<file path="config.mk">
export PLATFORM = sky130hd
export DESIGN_NAME = api_frame_receiver_flat
export DESIGN_NICKNAME = d
export VERILOG_FILES = /design/src/hdl/afr_pkg.sv /design/src/hdl/afr_if.sv /design/src/hdl/afr_front.sv /design/src/hdl/afr_queue.sv /design/src/hdl/afr_back.sv /design/src/hdl/api_frame_receiver.sv /design/src/flat_wrapper.sv
export SDC_FILE = /design/constraint.sdc
export NUM_CORES = 1
export LEC_CHECK = 0
export BUFFER_PORTS_ARGS = -buffer_cell sky130_fd_sc_hd__buf_2
export CAP_MARGIN = 40
export CORE_MARGIN = 2
export CORE_UTILIZATION = 32
export CTS_CLUSTER_DIAMETER = 120
export CTS_CLUSTER_SIZE = 10
export DETAILED_ROUTE_END_ITERATION = 8
export GPL_ROUTABILITY_DRIVEN = 0
export GPL_TIMING_DRIVEN = 0
export SLEW_MARGIN = 20
export SYNTH_ARGS = -nofsm -noshare
export SYNTH_HDL_FRONTEND = slang
export SYNTH_HIERARCHICAL = 1
export SYNTH_SLANG_ARGS = --single-unit
</file>
<file path="constraint.sdc">
create_clock -name clk -period 4.3 [get_ports clk]
set_clock_uncertainty 0.05 [all_clocks]
set_input_delay 0.43 -clock clk [delete_from_list [all_inputs] [get_ports clk]]
set_output_delay 0.43 -clock clk [all_outputs]
set_load 0.01 [all_outputs]
</file>
<file path="src/hdl/afr_pkg.sv">
// afr_pkg: shared types and constants of the API frame receiver.
// No dependencies; used by every other file of the block except afr_if.
`default_nettype none

package afr_pkg;

  // Frame delimiters and type codes
  localparam logic [7:0] START_BYTE   = 8'h7E;
  localparam logic [7:0] TYPE_STATUS  = 8'h89;
  localparam logic [7:0] TYPE_RX16    = 8'h81;
  localparam logic [7:0] TYPE_TX16    = 8'h01;
  localparam logic [7:0] CKSUM_BASE   = 8'hFF;
  localparam logic [7:0] LEN_OVERHEAD = 8'd7;   // type, header, instr, dest bytes
  localparam int         LEN_SLACK    = 11;     // frame length above payload limit

  localparam logic [2:0] STATUS_SKIP = 3'd3;
  localparam logic [2:0] HEADER_SKIP = 3'd4;
  localparam logic [2:0] HDR_SRC_HI  = 3'd4;
  localparam logic [2:0] HDR_SRC_LO  = 3'd3;

  // Config register indexes
  localparam logic [7:0] REG_OWN_ADDR   = 8'd0;
  localparam logic [7:0] REG_BCAST_ADDR = 8'd1;
  localparam logic [7:0] REG_HOST_ADDR  = 8'd2;

  localparam logic [7:0] RST_OWN_ADDR   = 8'd1;
  localparam logic [7:0] RST_BCAST_ADDR = 8'd255;
  localparam logic [7:0] RST_HOST_ADDR  = 8'd0;

  // Event queue between parser and output stage
  localparam int QDEPTH = 4;
  localparam int QAW    = $clog2(QDEPTH);

  typedef enum logic [3:0] {
    PH_HUNT,
    PH_LEN_HI,
    PH_LEN_LO,
    PH_TYPE,
    PH_STATUS,
    PH_HEADER,
    PH_INSTR,
    PH_DEST,
    PH_PAYLOAD,
    PH_CHECK
  } afr_phase_t;

  typedef enum logic [1:0] {
    KIND_PAYLOAD   = 2'd0,
    KIND_ACCEPT    = 2'd1,
    KIND_CKSUM_ERR = 2'd2,
    KIND_LEN_ERR   = 2'd3
  } afr_kind_t;

  // One classified event from the parser
  typedef struct packed {
    afr_kind_t   kind;
    logic [7:0]  data;
    logic [7:0]  instr;
    logic [7:0]  dest;
    logic [15:0] sender;
    logic [7:0]  pay_len;
  } afr_evt_t;

  // Queue status seen by the parser and the output stage
  typedef struct packed {
    logic full;
    logic empty;
  } afr_qstat_t;

endpackage

`default_nettype wire

</file>
<file path="src/hdl/afr_if.sv">
// afr_if: valid/ready channel interfaces of the API frame receiver
// (byte input, result output, config write). Depends on nothing.
`default_nettype none

interface afr_in_if;
  logic       valid;
  logic       ready;
  logic [7:0] rx_byte;

  modport source (output valid, output rx_byte, input ready);
  modport sink   (input valid, input rx_byte, output ready);
endinterface

interface afr_out_if;
  logic        valid;
  logic        ready;
  logic [1:0]  kind;
  logic [7:0]  data_byte;
  logic [7:0]  instruction;
  logic [7:0]  slave_address;
  logic [15:0] source_address;
  logic [7:0]  payload_length;
  logic        end_of_frame;
  logic [31:0] frames_received;
  logic [31:0] error_count;

  modport source (output valid, output kind, output data_byte, output instruction,
                  output slave_address, output source_address, output payload_length,
                  output end_of_frame, output frames_received, output error_count,
                  input ready);
  modport sink   (input valid, input kind, input data_byte, input instruction,
                  input slave_address, input source_address, input payload_length,
                  input end_of_frame, input frames_received, input error_count,
                  output ready);
endinterface

interface afr_cfg_if;
  logic       valid;
  logic       ready;
  logic [7:0] index;
  logic [7:0] data;

  modport source (output valid, output index, output data, input ready);
  modport sink   (input valid, input index, input data, output ready);
endinterface

`default_nettype wire

</file>
<file path="src/hdl/afr_front.sv">
// afr_front: byte parser of the API frame receiver. Holds the address registers
// and pushes one event per emitting byte. Depends on afr_pkg and afr_if.
`default_nettype none

module afr_front #(
  parameter int MAX_DATA = 64
) (
  input  wire                 clk,
  input  wire                 rst_n,
  afr_in_if.sink              in_ch,
  afr_cfg_if.sink             cfg_ch,
  input  afr_pkg::afr_qstat_t qstat,
  output logic                push,
  output afr_pkg::afr_evt_t   push_evt
);

  localparam logic [15:0] MAX_LEN = 16'(MAX_DATA + afr_pkg::LEN_SLACK);
  localparam logic [7:0]  MAX_PAY = 8'(MAX_DATA);

  afr_pkg::afr_phase_t phase_r, phase_nxt;
  logic [7:0]  len_hi_r, len_hi_nxt;
  logic [7:0]  pay_len_r, pay_len_nxt;
  logic [7:0]  sum_r, sum_nxt;
  logic [7:0]  ftype_r, ftype_nxt;
  logic [2:0]  hdr_left_r, hdr_left_nxt;
  logic [15:0] sender_r, sender_nxt;
  logic [7:0]  instr_r, instr_nxt;
  logic [7:0]  dest_r, dest_nxt;
  logic [7:0]  left_r, left_nxt;
  logic        addressed_r, addressed_nxt;

  logic [7:0] own_r, bcast_r, host_r;

  logic       acc;
  logic [7:0] b;

  assign in_ch.ready  = !qstat.full;
  assign cfg_ch.ready = 1'b1;
  assign acc = in_ch.valid && in_ch.ready;
  assign b   = in_ch.rx_byte;

  // Address registers
  always_ff @(posedge clk) begin
    if (!rst_n) begin
      own_r   <= afr_pkg::RST_OWN_ADDR;
      bcast_r <= afr_pkg::RST_BCAST_ADDR;
      host_r  <= afr_pkg::RST_HOST_ADDR;
    end else if (cfg_ch.valid) begin
      case (cfg_ch.index)
        afr_pkg::REG_OWN_ADDR:   own_r   <= cfg_ch.data;
        afr_pkg::REG_BCAST_ADDR: bcast_r <= cfg_ch.data;
        afr_pkg::REG_HOST_ADDR:  host_r  <= cfg_ch.data;
        default: ;
      endcase
    end
  end

  always_ff @(posedge clk) begin
    if (!rst_n) begin
      phase_r     <= afr_pkg::PH_HUNT;
      len_hi_r    <= '0;
      pay_len_r   <= '0;
      sum_r       <= '0;
      ftype_r     <= '0;
      hdr_left_r  <= '0;
      sender_r    <= '0;
      instr_r     <= '0;
      dest_r      <= '0;
      left_r      <= '0;
      addressed_r <= 1'b0;
    end else begin
      phase_r     <= phase_nxt;
      len_hi_r    <= len_hi_nxt;
      pay_len_r   <= pay_len_nxt;
      sum_r       <= sum_nxt;
      ftype_r     <= ftype_nxt;
      hdr_left_r  <= hdr_left_nxt;
      sender_r    <= sender_nxt;
      instr_r     <= instr_nxt;
      dest_r      <= dest_nxt;
      left_r      <= left_nxt;
      addressed_r <= addressed_nxt;
    end
  end

  always_comb begin
    phase_nxt     = phase_r;
    len_hi_nxt    = len_hi_r;
    pay_len_nxt   = pay_len_r;
    sum_nxt       = sum_r;
    ftype_nxt     = ftype_r;
    hdr_left_nxt  = hdr_left_r;
    sender_nxt    = sender_r;
    instr_nxt     = instr_r;
    dest_nxt      = dest_r;
    left_nxt      = left_r;
    addressed_nxt = addressed_r;
    push          = 1'b0;
    push_evt.kind = afr_pkg::KIND_PAYLOAD;
    push_evt.data = 8'd0;

    if (acc) begin
      case (phase_r)
        afr_pkg::PH_HUNT: begin
          if (b == afr_pkg::START_BYTE) phase_nxt = afr_pkg::PH_LEN_HI;
        end
        afr_pkg::PH_LEN_HI: begin
          len_hi_nxt = b;
          phase_nxt  = afr_pkg::PH_LEN_LO;
        end
        afr_pkg::PH_LEN_LO: begin
          pay_len_nxt = b - afr_pkg::LEN_OVERHEAD;
          if ({len_hi_r, b} > MAX_LEN) begin
            phase_nxt = afr_pkg::PH_HUNT;
          end else begin
            phase_nxt = afr_pkg::PH_TYPE;
          end
        end
        afr_pkg::PH_TYPE: begin
          ftype_nxt  = b;
          sum_nxt    = b;
          sender_nxt = '0;
          if (b == afr_pkg::TYPE_STATUS) begin
            hdr_left_nxt = afr_pkg::STATUS_SKIP;
            phase_nxt    = afr_pkg::PH_STATUS;
          end else if (b == afr_pkg::TYPE_RX16 || b == afr_pkg::TYPE_TX16) begin
            hdr_left_nxt = afr_pkg::HEADER_SKIP;
            phase_nxt    = afr_pkg::PH_HEADER;
          end else begin
            hdr_left_nxt = '0;
            phase_nxt    = afr_pkg::PH_INSTR;
          end
        end
        afr_pkg::PH_STATUS: begin
          hdr_left_nxt = hdr_left_r - 3'd1;
          if (hdr_left_nxt == 3'd0) phase_nxt = afr_pkg::PH_HUNT;
        end
        afr_pkg::PH_HEADER: begin
          sum_nxt = sum_r + b;
          if (ftype_r == afr_pkg::TYPE_RX16) begin
            if (hdr_left_r == afr_pkg::HDR_SRC_HI) sender_nxt = {b, 8'd0};
            else if (hdr_left_r == afr_pkg::HDR_SRC_LO) sender_nxt = {sender_r[15:8], b};
          end
          hdr_left_nxt = hdr_left_r - 3'd1;
          if (hdr_left_nxt == 3'd0) phase_nxt = afr_pkg::PH_INSTR;
        end
        afr_pkg::PH_INSTR: begin
          instr_nxt = b;
          sum_nxt   = sum_r + b;
          phase_nxt = afr_pkg::PH_DEST;
        end
        afr_pkg::PH_DEST: begin
          dest_nxt      = b;
          sum_nxt       = sum_r + b;
          addressed_nxt = (b == own_r) || (b == bcast_r) || (b == host_r);
          left_nxt      = pay_len_r;
          if (pay_len_r > MAX_PAY) begin
            push          = 1'b1;
            push_evt.kind = afr_pkg::KIND_LEN_ERR;
            phase_nxt     = afr_pkg::PH_HUNT;
          end else if (pay_len_r == 8'd0) begin
            phase_nxt = afr_pkg::PH_CHECK;
          end else begin
            phase_nxt = afr_pkg::PH_PAYLOAD;
          end
        end
        afr_pkg::PH_PAYLOAD: begin
          sum_nxt  = sum_r + b;
          left_nxt = left_r - 8'd1;
          if (left_nxt == 8'd0) phase_nxt = afr_pkg::PH_CHECK;
          if (addressed_r) begin
            push          = 1'b1;
            push_evt.data = b;
          end
        end
        afr_pkg::PH_CHECK: begin
          phase_nxt = afr_pkg::PH_HUNT;
          if (afr_pkg::CKSUM_BASE - sum_r == b) begin
            if (addressed_r) begin
              push          = 1'b1;
              push_evt.kind = afr_pkg::KIND_ACCEPT;
            end
          end else begin
            push          = 1'b1;
            push_evt.kind = afr_pkg::KIND_CKSUM_ERR;
          end
        end
        default: phase_nxt = afr_pkg::PH_HUNT;
      endcase
    end

    // Frame context as it stands after this byte
    push_evt.instr   = instr_nxt;
    push_evt.dest    = dest_nxt;
    push_evt.sender  = sender_nxt;
    push_evt.pay_len = pay_len_nxt;
  end

endmodule

`default_nettype wire

</file>
<file path="src/hdl/afr_queue.sv">
// afr_queue: small event FIFO between parser and output stage.
// Depends on afr_pkg.
`default_nettype none

module afr_queue (
  input  wire                 clk,
  input  wire                 rst_n,
  input  wire                 push,
  input  afr_pkg::afr_evt_t   push_evt,
  input  wire                 pop,
  output afr_pkg::afr_evt_t   head_evt,
  output afr_pkg::afr_qstat_t qstat
);

  afr_pkg::afr_evt_t mem_r [afr_pkg::QDEPTH];
  logic [afr_pkg::QAW-1:0] wr_ptr_r, rd_ptr_r;
  logic [afr_pkg::QAW:0]   cnt_r;
  logic do_push, do_pop;

  assign qstat.full  = (cnt_r == (afr_pkg::QAW+1)'(afr_pkg::QDEPTH));
  assign qstat.empty = (cnt_r == '0);
  assign do_push     = push && !qstat.full;
  assign do_pop      = pop && !qstat.empty;
  assign head_evt    = mem_r[rd_ptr_r];

  always_ff @(posedge clk) begin
    if (do_push) mem_r[wr_ptr_r] <= push_evt;
  end

  always_ff @(posedge clk) begin
    if (!rst_n) begin
      wr_ptr_r <= '0;
      rd_ptr_r <= '0;
      cnt_r    <= '0;
    end else begin
      if (do_push) wr_ptr_r <= wr_ptr_r + 1'b1;
      if (do_pop)  rd_ptr_r <= rd_ptr_r + 1'b1;
      case ({do_push, do_pop})
        2'b10:   cnt_r <= cnt_r + 1'b1;
        2'b01:   cnt_r <= cnt_r - 1'b1;
        default: ;
      endcase
    end
  end

endmodule

`default_nettype wire

</file>
<file path="src/hdl/afr_back.sv">
// afr_back: output stage of the API frame receiver. Pops events, keeps the
// good/bad frame counters and drives the registered result channel.
// Depends on afr_pkg and afr_if.
`default_nettype none

module afr_back (
  input  wire                 clk,
  input  wire                 rst_n,
  input  afr_pkg::afr_evt_t   head_evt,
  input  afr_pkg::afr_qstat_t qstat,
  output logic                pop,
  afr_out_if.source           out_ch
);

  logic              out_valid_r;
  afr_pkg::afr_evt_t evt_r;
  logic [31:0]       good_r, good_nxt;
  logic [31:0]       bad_r, bad_nxt;

  assign pop = !qstat.empty && (!out_valid_r || out_ch.ready);

  always_comb begin
    good_nxt = good_r;
    bad_nxt  = bad_r;
    case (head_evt.kind)
      afr_pkg::KIND_ACCEPT:    good_nxt = good_r + 32'd1;
      afr_pkg::KIND_CKSUM_ERR: bad_nxt  = bad_r + 32'd1;
      afr_pkg::KIND_LEN_ERR:   bad_nxt  = bad_r + 32'd1;
      default: ;
    endcase
  end

  always_ff @(posedge clk) begin
    if (!rst_n) begin
      out_valid_r <= 1'b0;
      good_r      <= '0;
      bad_r       <= '0;
    end else if (pop) begin
      out_valid_r <= 1'b1;
      good_r      <= good_nxt;
      bad_r       <= bad_nxt;
    end else if (out_ch.ready) begin
      out_valid_r <= 1'b0;
    end
  end

  always_ff @(posedge clk) begin
    if (pop) evt_r <= head_evt;
  end

  assign out_ch.valid           = out_valid_r;
  assign out_ch.kind            = evt_r.kind;
  assign out_ch.data_byte       = evt_r.data;
  assign out_ch.instruction     = evt_r.instr;
  assign out_ch.slave_address   = evt_r.dest;
  assign out_ch.source_address  = evt_r.sender;
  assign out_ch.payload_length  = evt_r.pay_len;
  assign out_ch.end_of_frame    = (evt_r.kind != afr_pkg::KIND_PAYLOAD);
  assign out_ch.frames_received = good_r;
  assign out_ch.error_count     = bad_r;

endmodule

`default_nettype wire

</file>
<file path="src/hdl/api_frame_receiver.sv">
// api_frame_receiver: top level of the serial API frame parser.
// Depends on afr_pkg, afr_if, afr_front, afr_queue and afr_back.
//
// The receiver takes one byte from the serial link per item and sustains one
// item per clock while the event queue has room: the parser state machine in
// afr_front updates its frame state once per byte, and that per-byte update
// sets the rate. Bytes that produce a result (addressed payload bytes and frame
// verdicts) are pushed into a 4-entry event queue; afr_back pops it into an
// output register and adds the frame counters, so a result reaches out_ch
// through the queue and then the output register. in_ch.ready drops only
// while the queue is full, i.e. after the sink has stalled long enough for
// results to fill it. Payload bytes go out before the frame checksum is known:
// a sink must drop a frame's bytes when its end_of_frame item reports a
// checksum or length error. Address registers (own, broadcast, host) are
// written through cfg_ch, which is always ready; write them only while no
// frame is in flight.
`default_nettype none

module api_frame_receiver #(
  parameter int MAX_DATA = 64
) (
  input  wire       clk,
  input  wire       rst_n,
  afr_in_if.sink    in_ch,
  afr_out_if.source out_ch,
  afr_cfg_if.sink   cfg_ch
);

  logic                push, pop;
  afr_pkg::afr_evt_t   push_evt, head_evt;
  afr_pkg::afr_qstat_t qstat;

  // Parser: classifies every byte, pushes events
  afr_front #(
    .MAX_DATA (MAX_DATA)
  ) u_front (
    .clk      (clk),
    .rst_n    (rst_n),
    .in_ch    (in_ch),
    .cfg_ch   (cfg_ch),
    .qstat    (qstat),
    .push     (push),
    .push_evt (push_evt)
  );

  // Decouples parser from output backpressure
  afr_queue u_queue (
    .clk      (clk),
    .rst_n    (rst_n),
    .push     (push),
    .push_evt (push_evt),
    .pop      (pop),
    .head_evt (head_evt),
    .qstat    (qstat)
  );

  // Counters and result register
  afr_back u_back (
    .clk      (clk),
    .rst_n    (rst_n),
    .head_evt (head_evt),
    .qstat    (qstat),
    .pop      (pop),
    .out_ch   (out_ch)
  );

endmodule

`default_nettype wire
</file>
<file path="src/flat_wrapper.sv">
// flat-port wrapper written by rule: the top's interface ports become plain ports
module api_frame_receiver_flat 
#(
  parameter int MAX_DATA = 64
)
  (clk, rst_n, in_ch_valid, in_ch_rx_byte, in_ch_ready, out_ch_valid, out_ch_kind, out_ch_data_byte, out_ch_instruction, out_ch_slave_address, out_ch_source_address, out_ch_payload_length, out_ch_end_of_frame, out_ch_frames_received, out_ch_error_count, out_ch_ready, cfg_ch_valid, cfg_ch_index, cfg_ch_data, cfg_ch_ready);
  afr_in_if in_ch_i ();
  afr_out_if out_ch_i ();
  afr_cfg_if cfg_ch_i ();
  input  wire clk;
  input  wire rst_n;
  input wire logic [$bits(in_ch_i.valid)-1:0] in_ch_valid;
  input wire logic [$bits(in_ch_i.rx_byte)-1:0] in_ch_rx_byte;
  output wire logic [$bits(in_ch_i.ready)-1:0] in_ch_ready;
  output wire logic [$bits(out_ch_i.valid)-1:0] out_ch_valid;
  output wire logic [$bits(out_ch_i.kind)-1:0] out_ch_kind;
  output wire logic [$bits(out_ch_i.data_byte)-1:0] out_ch_data_byte;
  output wire logic [$bits(out_ch_i.instruction)-1:0] out_ch_instruction;
  output wire logic [$bits(out_ch_i.slave_address)-1:0] out_ch_slave_address;
  output wire logic [$bits(out_ch_i.source_address)-1:0] out_ch_source_address;
  output wire logic [$bits(out_ch_i.payload_length)-1:0] out_ch_payload_length;
  output wire logic [$bits(out_ch_i.end_of_frame)-1:0] out_ch_end_of_frame;
  output wire logic [$bits(out_ch_i.frames_received)-1:0] out_ch_frames_received;
  output wire logic [$bits(out_ch_i.error_count)-1:0] out_ch_error_count;
  input wire logic [$bits(out_ch_i.ready)-1:0] out_ch_ready;
  input wire logic [$bits(cfg_ch_i.valid)-1:0] cfg_ch_valid;
  input wire logic [$bits(cfg_ch_i.index)-1:0] cfg_ch_index;
  input wire logic [$bits(cfg_ch_i.data)-1:0] cfg_ch_data;
  output wire logic [$bits(cfg_ch_i.ready)-1:0] cfg_ch_ready;
  assign in_ch_i.valid = in_ch_valid;
  assign in_ch_i.rx_byte = in_ch_rx_byte;
  assign in_ch_ready = in_ch_i.ready;
  assign out_ch_valid = out_ch_i.valid;
  assign out_ch_kind = out_ch_i.kind;
  assign out_ch_data_byte = out_ch_i.data_byte;
  assign out_ch_instruction = out_ch_i.instruction;
  assign out_ch_slave_address = out_ch_i.slave_address;
  assign out_ch_source_address = out_ch_i.source_address;
  assign out_ch_payload_length = out_ch_i.payload_length;
  assign out_ch_end_of_frame = out_ch_i.end_of_frame;
  assign out_ch_frames_received = out_ch_i.frames_received;
  assign out_ch_error_count = out_ch_i.error_count;
  assign out_ch_i.ready = out_ch_ready;
  assign cfg_ch_i.valid = cfg_ch_valid;
  assign cfg_ch_i.index = cfg_ch_index;
  assign cfg_ch_i.data = cfg_ch_data;
  assign cfg_ch_ready = cfg_ch_i.ready;
  api_frame_receiver #(.MAX_DATA(MAX_DATA)) u_core (.clk(clk), .rst_n(rst_n), .in_ch(in_ch_i), .out_ch(out_ch_i), .cfg_ch(cfg_ch_i));
endmodule
</file>
==> results of run 1 <==
-- how the worst max path moves through the flow --
stage               depth (start not counted)  slack, ns                                   end
finish                                     14       0.71  u_core/u_queue/cnt_r[2]$_SDFFE_PN0P_
global placement                           10      -0.55  u_core/u_queue/cnt_r[2]$_SDFFE_PN0P_
detailed placement                         16       0.68  u_core/u_queue/cnt_r[2]$_SDFFE_PN0P_
CTS                                        14       0.75  u_core/u_queue/cnt_r[2]$_SDFFE_PN0P_
floorplan                                  10       0.61  u_core/u_queue/cnt_r[2]$_SDFFE_PN0P_
global route                               14       0.52  u_core/u_queue/cnt_r[2]$_SDFFE_PN0P_
-- synthesized netlist by cell type (7+ instances only) --
| cell type | number | area [sq um] |
|---|---|---|
| a21oi_1 | 41 | 205 |
| a22o_1 | 7 | 61.3 |
| and2_1 | 91 | 569 |
| and3_1 | 7 | 43.8 |
| and4_1 | 10 | 87.6 |
| buf_2 | 19 | 95.1 |
| clkbuf_1 | 41 | 154 |
| dfxtp_1 | 178 | 3560 |
| edfxtp_1 | 250 | 7510 |
| ha_1 | 23 | 288 |
| inv_1 | 29 | 109 |
| mux2_2 | 15 | 169 |
| mux2i_1 | 40 | 400 |
| mux4_2 | 50 | 1130 |
| nand2_1 | 120 | 450 |
| nand2b_1 | 16 | 100 |
| nand3_1 | 35 | 175 |
| nand4_1 | 26 | 163 |
| nor2_1 | 83 | 312 |
| nor2b_1 | 12 | 75.1 |
| nor3_1 | 19 | 95.1 |
| nor4_1 | 21 | 131 |
| nor4_2 | 9 | 113 |
| o21a_1 | 10 | 75.1 |
| o21ai_0 | 53 | 265 |
| or3_1 | 12 | 75.1 |
| xnor2_1 | 44 | 385 |
| xor2_1 | 42 | 368 |
-- cell usage in the layout, fill, tap and decap left out, types with 29 or more instances in the layout --
cell type,instances
xor2_1,42
and2_1,87
clkbuf_16,48
dfxtp_1,178
buf_2,163
mux2i_1,40
nand3_1,35
a21oi_1,41
edfxtp_1,250
mux4_2,50
clkbuf_1,75
nand2_1,120
nor2_1,82
inv_1,29
o21ai_0,53
xnor2_1,44
-- stage by stage --
step / cells / hold slack [ns] / utilization, %
finish: 2410 / 0.0369 / 38.0
global route: 2410 / 0.0272 / 38.0
CTS: 2408 / 0.0155 / 38.0
detailed placement: 2323 / 0.403 / 35.5
global placement: 2313 / 0.390 / 35.2
floorplan: 1413 / 0.382 / -
-- final cells by class --
class | count | share of cell area, %
plain buffers | 78 | 2.05
clock buffers | 83 | 6.27
clock inverters | 2 | 0.216
inverters | 30 | 0.526
multi-input cells | 877 | 30.6
flip-flops and latches | 428 | 51.7
well taps | 756 | 4.42
repair buffers | 156 | 4.23
-- kinds of logic after synthesis --
logic type / share of synthesized area (%)
compound gates: 5.46
xor+xnor: 4.15
fa+ha+maj: 1.86
buf+inv: 3.04
flops: 61.0
mux: 9.34
other cells: 0.0207
simple gates: 15.1
-- layer usage --
layer  routed length [um]  GRT usage (%)  vias to the layer above
li1                     -              -                     5585
met1                19100           19.5                     5765
met2                20100           23.8                      362
met3                 2720           2.66                       76
met4                 1180           5.03                        2
met5                    8              0                        -
-- critical path, stage by stage, from the launching register on --
cell	delay (ns)
dfxtp_1	0.37
nor3b_2	0.36
nand2b_1	0.15
clkbuf_1	0.36
clkbuf_1	0.57
a21oi_1	0.09
nor2b_1	0.16
buf_2	0.18
inv_2	0.06
ha_1	0.17
inv_1	0.06
fa_1	0.37
xor2_1	0.15
or3_1	0.30
a21boi_1	0.13
-- power by group --
| part | total, uW | internal (uW) | switching [uW] |
|---|---|---|---|
| clock network | 3690 | 2110 | 1590 |
| logic | 537 | 184 | 352 |
| registers | 4350 | 4320 | 29.9 |
-- sequential cells by signal (all words and copies together) (netlist names), 16 cells and up, named ones only --
register,flops
u_core/u_queue/mem_r,200
u_core/u_back/out_ch.error_count,32
u_core/u_back/out_ch.frames_received,32
u_core/u_back/out_ch.source_address,16
u_core/u_front/sender_r,16
==> out/qor.log, run 1 <==
[sta] max-slew violation count 0
[cts] count of hold-fix buffers inserted at cts 0
[worst_setup_path] Data arrival, critical path 4.03 ns
[hold_path] count of cells along the worst hold path 3
[sta] clock period minus worst slack 3.59 ns
[layout] proportion of layout cells with a drive suffix above 1 20.3%
[cts] clock tree from TritonCTS built
[sta] Final Setup Violations 0
[sta] Fmax 0.279 GHz
[floorplanning] horizontal die dimension 242 um
[drt] detailed-route wire length 43.1 mm
[layout] Ant. Diodes 0
[drt] DRC Markers 0
[floorplanning] FP Rows 87
[yosys] Yosys cell types 77
[floorplanning] Ports 147
[cts] Max H-tree Level 2
[yosys] number of instances in the synthesized netlist 1,413
[layout] multi-input combinational cell area 0.00655 sq mm
[power_and_ir_drop] power consumption 8590 uW
[yosys] flip-flop and latch count after synthesis 428
[worst_setup_path] reg2reg end u_core/u_queue/cnt_r[2]$_SDFFE_PN0P_
[power_and_ir_drop] power per cell area 401 mW/mm^2
[hold_path] type of the most critical hold path input pin to flip-flop
[layout] total non-filler cell area in the finished layout 0.0214 sq mm
[global_routing] initial antenna violation count 1
[yosys] top flip-flop cell by instance count after synthesis edfxtp_1
[worst_setup_path] Data required, critical path 4.74 ns
[cts] cts repair resizes 0
[power_and_ir_drop] worst vdd rail ir drop 0.257 mV
[worst_setup_path] worst reg2reg setup slack 0.71 ns
[hold_path] Hold Crit Endpoint u_core/u_front/own_r[0]$_SDFFE_PN1P_
[drt] number of vias per cell after detailed routing 4.89
[floorplanning] initial standard-cell utilization of the core 32.3%
[drt] total via count after detailed routing 11,790
[layout] number of nets in the layout 1,673
[cts] maximum buffer depth of the clock tree 3
[sta] post-route worst setup slack 0.714 ns
[drt] 1st-pass router iterations 5
[sta] final-layout setup total negative slack 0 ns
[cts] clock transition at the register clock pins on the worst setup and hold paths after CTS 0.06 ns
[global_routing] global-route wire length before repair 67.6 mm
[placed_design] area post-placement 0.0200 sq mm
[sta] Period Utilization, post-route 83.4%
[sta] unrepaired setup endpoints after global routing false
[cts] clock tree root buffer cell clkbuf_16
[layout] register area 0.0111 sq mm
[worst_setup_path] Worst Path Max Fanout 10
[power_and_ir_drop] leak pwr 0.00779 uW
[worst_setup_path] kind of launch point of the worst setup path flip-flop
[hold_path] hold path startpoint cfg_ch_data[0]
[floorplanning] placeable core area 0.0563 sq mm
[cts] number of buffers added by the clock tree synthesis step 48
[worst_setup_path] count of cells along the worst register-to-register path 14
[worst_setup_path] startpoint of the worst-slack reg-to-reg timing path u_core/u_queue/cnt_r[2]$_SDFFE_PN0P_
[sta] Least-Margin Pin Slew 0.817 ns
[yosys] fraction of synthesis flops using an asynchronous set or reset pin 0%
[cts] insertion delay to the later sink of the worst-skew pair 0.60 ns
[floorplanning] Die Area 0.0586 sq mm
[global_routing] Global Route Usage Sum 14.6%
[cts] CTS sink count 428
[global_routing] global route total overflow 0
[placed_design] sum of net half-perimeters after detailed placement 29.0 mm
[drt] routed length per placed instance 17.9 um
[yosys] number of enable-type register cells in the synthesized netlist 250
[worst_setup_path] CP Class flip-flop to flip-flop
[yosys] warnings from Yosys 6
[sta] worst slew margin relative to its limit 45.5%
[layout] filler cell count in the final layout 5,419
[global_routing] maximum number of pins on one net before global-route repair 31
[placed_design] setup slack after placement 0.678 ns
[worst_setup_path] startpoint of the most critical setup path u_core/u_queue/cnt_r[2]$_SDFFE_PN0P_
[layout] post-synthesis to final-layout area growth 17.9%
[yosys] Cell Area, Synth 0.0181 sq mm
[placed_design] count of buffers from port buffering 144
[yosys] total nets after synthesis 1,467
[worst_setup_path] Setup crit end kind flip-flop
[yosys] Post-Syn Area per Cell 12.8 sq um
[drt] post-route antenna net violation count 0
[cts] number of buffers inserted by post-CTS setup repair 0
[floorplanning] Die Y-Extent 242 um
[sta] number of failing hold endpoints at the final stage 0
[run_status] outcome finished, final reports clean
[run] max_cap viols 0
[yosys] sequential-to-total area share from yosys stat 61.0%
[global_routing] number of global-route vias before repair 11,816
[drt] Initial DRC Count 850
Power figures use the tool's default switching activity.
==> run 2: changes to the inputs <==
- ABC_AREA: unset -> 1
- clock period: 4.3 -> 3.2 ns (I/O delays scaled with it)
==> run 2 against run 1 <==
Effect of this change: clock power increased by 35%; sequential share of layout area decreased by 2.7 points; setup slack got worse by 0.51 ns; sequential power increased by 39%; cell count increased by 27%; non-clock buffer count increased by 3; critical endpoint is now u_core/u_queue/mem_r[3][31]$_DFFE_PP_; largest cell class unchanged; maximum frequency increased by 20%; register-to-register slack got worse by 0.51 ns.
==> out/qor.log, run 2 <==
[sta] Period Utilization, post-route 93.7%
[layout] filler cell count in the final layout 5,843
[drt] DRC Markers 0
[sta] number of failing hold endpoints at the final stage 0
[yosys] Yosys cell types 55
[worst_setup_path] Data required, critical path 3.42 ns
[yosys] top flip-flop cell by instance count after synthesis edfxtp_1
[yosys] number of instances in the synthesized netlist 2,030
[floorplanning] placeable core area 0.0590 sq mm
[global_routing] initial antenna violation count 3
[drt] routed length per placed instance 16.4 um
[cts] clock transition at the register clock pins on the worst setup and hold paths after CTS 0.06 ns
[worst_setup_path] CP max stage delay 0.37 ns
[layout] number of nets in the layout 2,299
[yosys] Post-Syn Area per Cell 9.41 sq um
[global_routing] global route total overflow 0
[yosys] cell types with the largest area share after synthesis edfxtp_1, dfxtp_1, nand2_1, nor2_1, inv_1
[run_status] outcome finished, final reports clean
[floorplanning] Die Y-Extent 248 um
[worst_setup_path] number of buffers and inverters on the critical path 8
[hold_path] type of the most critical hold path input pin to flip-flop
[yosys] Cell Area, Synth 0.0191 sq mm
[sta] Fmax 0.333 GHz
[yosys] leading area contributor after synthesis edfxtp_1
[power_and_ir_drop] power per cell area 539 mW/mm^2
[drt] detailed-route wire length 50.0 mm
[power_and_ir_drop] leak pwr 0.00877 uW
[layout] Top reg by flops u_core/u_queue/mem_r
[sta] final-layout setup total negative slack 0 ns
[worst_setup_path] kind of cell with the highest combined delay on the critical path buffers and inverters
[floorplanning] FP Rows 89
[floorplanning] horizontal die dimension 248 um
[power_and_ir_drop] worst vdd rail ir drop 0.351 mV
[global_routing] Global Route Usage Sum 15.8%
[layout] register area 0.0111 sq mm
[worst_setup_path] sequence of cells on the critical path nor2_2 > nand2_1 > inv_1 > inv_1 > nand2_2 > inv_1 > buf_4 > nand2_1 > inv_1 > nand2_4 > nor2_4 > buf_16 > buf_16 > buf_16
[sta] Final Setup Violations 0
[floorplanning] initial standard-cell utilization of the core 32.4%
[cts] Max H-tree Level 2
[yosys] top-count cell post-synth nand2_1
[cts] clock tree root buffer cell clkbuf_16
[sta] unrepaired setup endpoints after global routing false
[yosys] total nets after synthesis 2,084
[layout] post-synthesis to final-layout area growth 18.2%
[worst_setup_path] CP Class flip-flop to flip-flop
[sta] clock period minus worst slack 3.00 ns
[yosys] sequential-to-total area share from yosys stat 58.0%
[yosys] fraction of synthesized cell area taken by the top area cell type 39.3%
[yosys] Synth top cells by count nand2_1, nor2_1, edfxtp_1, inv_1, dfxtp_1
[global_routing] global-route wire length before repair 76.3 mm
[sta] post-route worst setup slack 0.200 ns
[power_and_ir_drop] power consumption 12,200 uW
[cts] clock tree from TritonCTS built
[layout] most common cell after layout, fill and taps aside nand2_1
[global_routing] maximum number of pins on one net before global-route repair 23
[drt] Initial DRC Count 1,102
[cts] insertion delay to the later sink of the worst-skew pair 0.58 ns
[floorplanning] Die Area 0.0616 sq mm
[drt] 1st-pass router iterations 6
[worst_setup_path] Worst Path Max Fanout 16
[yosys] warnings from Yosys 6
[drt] total via count after detailed routing 14,903
[sta] worst slew margin relative to its limit 46.0%
[sta] Least-Margin Pin Slew 0.809 ns
[run] max_cap viols 0
[drt] number of vias per cell after detailed routing 4.88
[placed_design] count of buffers from port buffering 143
[yosys] number of enable-type register cells in the synthesized netlist 250
[worst_setup_path] kind of launch point of the worst setup path flip-flop
[floorplanning] Ports 147
[cts] CTS sink count 428
[layout] top library cells by usage in the layout, fill and taps aside nand2_1, nor2_1, edfxtp_1
[layout] Largest register FFs 200
[worst_setup_path] Data arrival, critical path 3.22 ns
[global_routing] number of global-route vias before repair 14,145
[yosys] flip-flop and latch count after synthesis 428
[worst_setup_path] Setup crit end kind flip-flop
[cts] maximum buffer depth of the clock tree 3
[layout] multi-input combinational cell area 0.00673 sq mm
[placed_design] sum of net half-perimeters after detailed placement 34.9 mm
[worst_setup_path] dominant cell type by count on the critical path inv_1
[drt] post-route antenna net violation count 0
[placed_design] setup slack after placement 0.0179 ns
[worst_setup_path] Critical Path Slowest Stage Cell dfxtp_1
[cts] number of buffers added by the clock tree synthesis step 48
[yosys] fraction of synthesis flops using an asynchronous set or reset pin 0%
[sta] max-slew violation count 0
[layout] proportion of layout cells with a drive suffix above 1 15.9%
run 2: cell types whose count changed in the layout (fill, tap and decap cells not counted), moves of 50 or more:
cell and change:
a21oi_1 +79, and2_1 -84, inv_1 +163, mux4_2 -50, nand2_1 +218, nor2_1 +203, o21ai_1 +77, o22ai_1 +50
run 2: worst paths after layout:
check / start / end / slack, ns / cells after the start
worst max register to register: u_core/u_queue/cnt_r[1]$_SDFFE_PN0P_ / u_core/u_queue/mem_r[3][31]$_DFFE_PP_ / 0.20 / 14
worst min-delay path: cfg_ch_data[3] / u_core/u_front/host_r[3]$_SDFFE_PN0P_ / 0.03 / 3
worst min register to register: u_core/u_front/host_r[7]$_SDFFE_PN0P_ / u_core/u_front/host_r[7]$_SDFFE_PN0P_ / 0.40 / 2
worst max-delay path: u_core/u_queue/cnt_r[1]$_SDFFE_PN0P_ / u_core/u_queue/mem_r[3][31]$_DFFE_PP_ / 0.20 / 14
run 2: power breakdown:
| part | switching [uW] | internal, uW | total, uW |
|---|---|---|---|
| Combinational | 768 | 370 | 1140 |
| Sequential | 82.8 | 5960 | 6040 |
| Clock | 2100 | 2880 | 4980 |
run 2: worst register-to-register path: cells and delay by family (launching register included):
family        cells  cell delay [ns]
simple gates      6             0.92
flops             1             0.37
buf+inv           8             1.38
run 2: cells by family (layout without fill, tap and decap cells):
logic type | after synthesis | after routing | share of synthesized area [%]
flops | 428 | 428 | 58.0
xor+xnor | 30 | 30 | 1.38
simple gates | 877 | 877 | 21.0
compound gates | 384 | 384 | 10.9
buf+inv | 284 | 531 | 7.01
fa+ha+maj | 25 | 25 | 1.72
other cells | 1 | 4 | 0.0196
mux | 1 | 1 | 0.0524
run 2: through the flow:
stage | instances | area, sq um | hold slack (ns) | utilization (%)
2_1_floorplan | 2030 | 19100 | 0.379 | -
3_3_place_gp | 2946 | 20800 | 0.390 | 35.2
3_5_place_dp | 2957 | 21100 | 0.400 | 35.7
4_1_cts | 3043 | 22500 | 0.00776 | 38.1
5_1_grt | 3053 | 22600 | 0.0286 | 38.2
6_report | 3053 | 22600 | 0.0319 | 38.2
run 2: routing by layer:
metal  wire length (um)  GRT usage, %  vias to the layer above
met5                  0             0                        -
li1                   -             -                     7297
met3               3220          2.70                       95
met1              21200          20.0                     7049
met4               1450          5.76                        0
met2              24100          27.0                      462
run 2: timing repair:
action,4_1_cts,5_1_grt
buffers inserted,0,7
resized for setup,0,1
hold endpoints to repair,5,0
setup endpoints to repair,0,78
hold buffers,4,0
run 2: cell type report:
class / count / share of cell area, %
tap: 773 / 4.29
timing repair buffer: 165 / 4.76
antenna: 3 / 0.0333
sequential: 428 / 49.1
clock inverter: 1 / 0.0721
buffer: 72 / 2.35
clock buffer: 81 / 6.06
inverter: 212 / 3.58
multi-input combinational: 1318 / 29.8
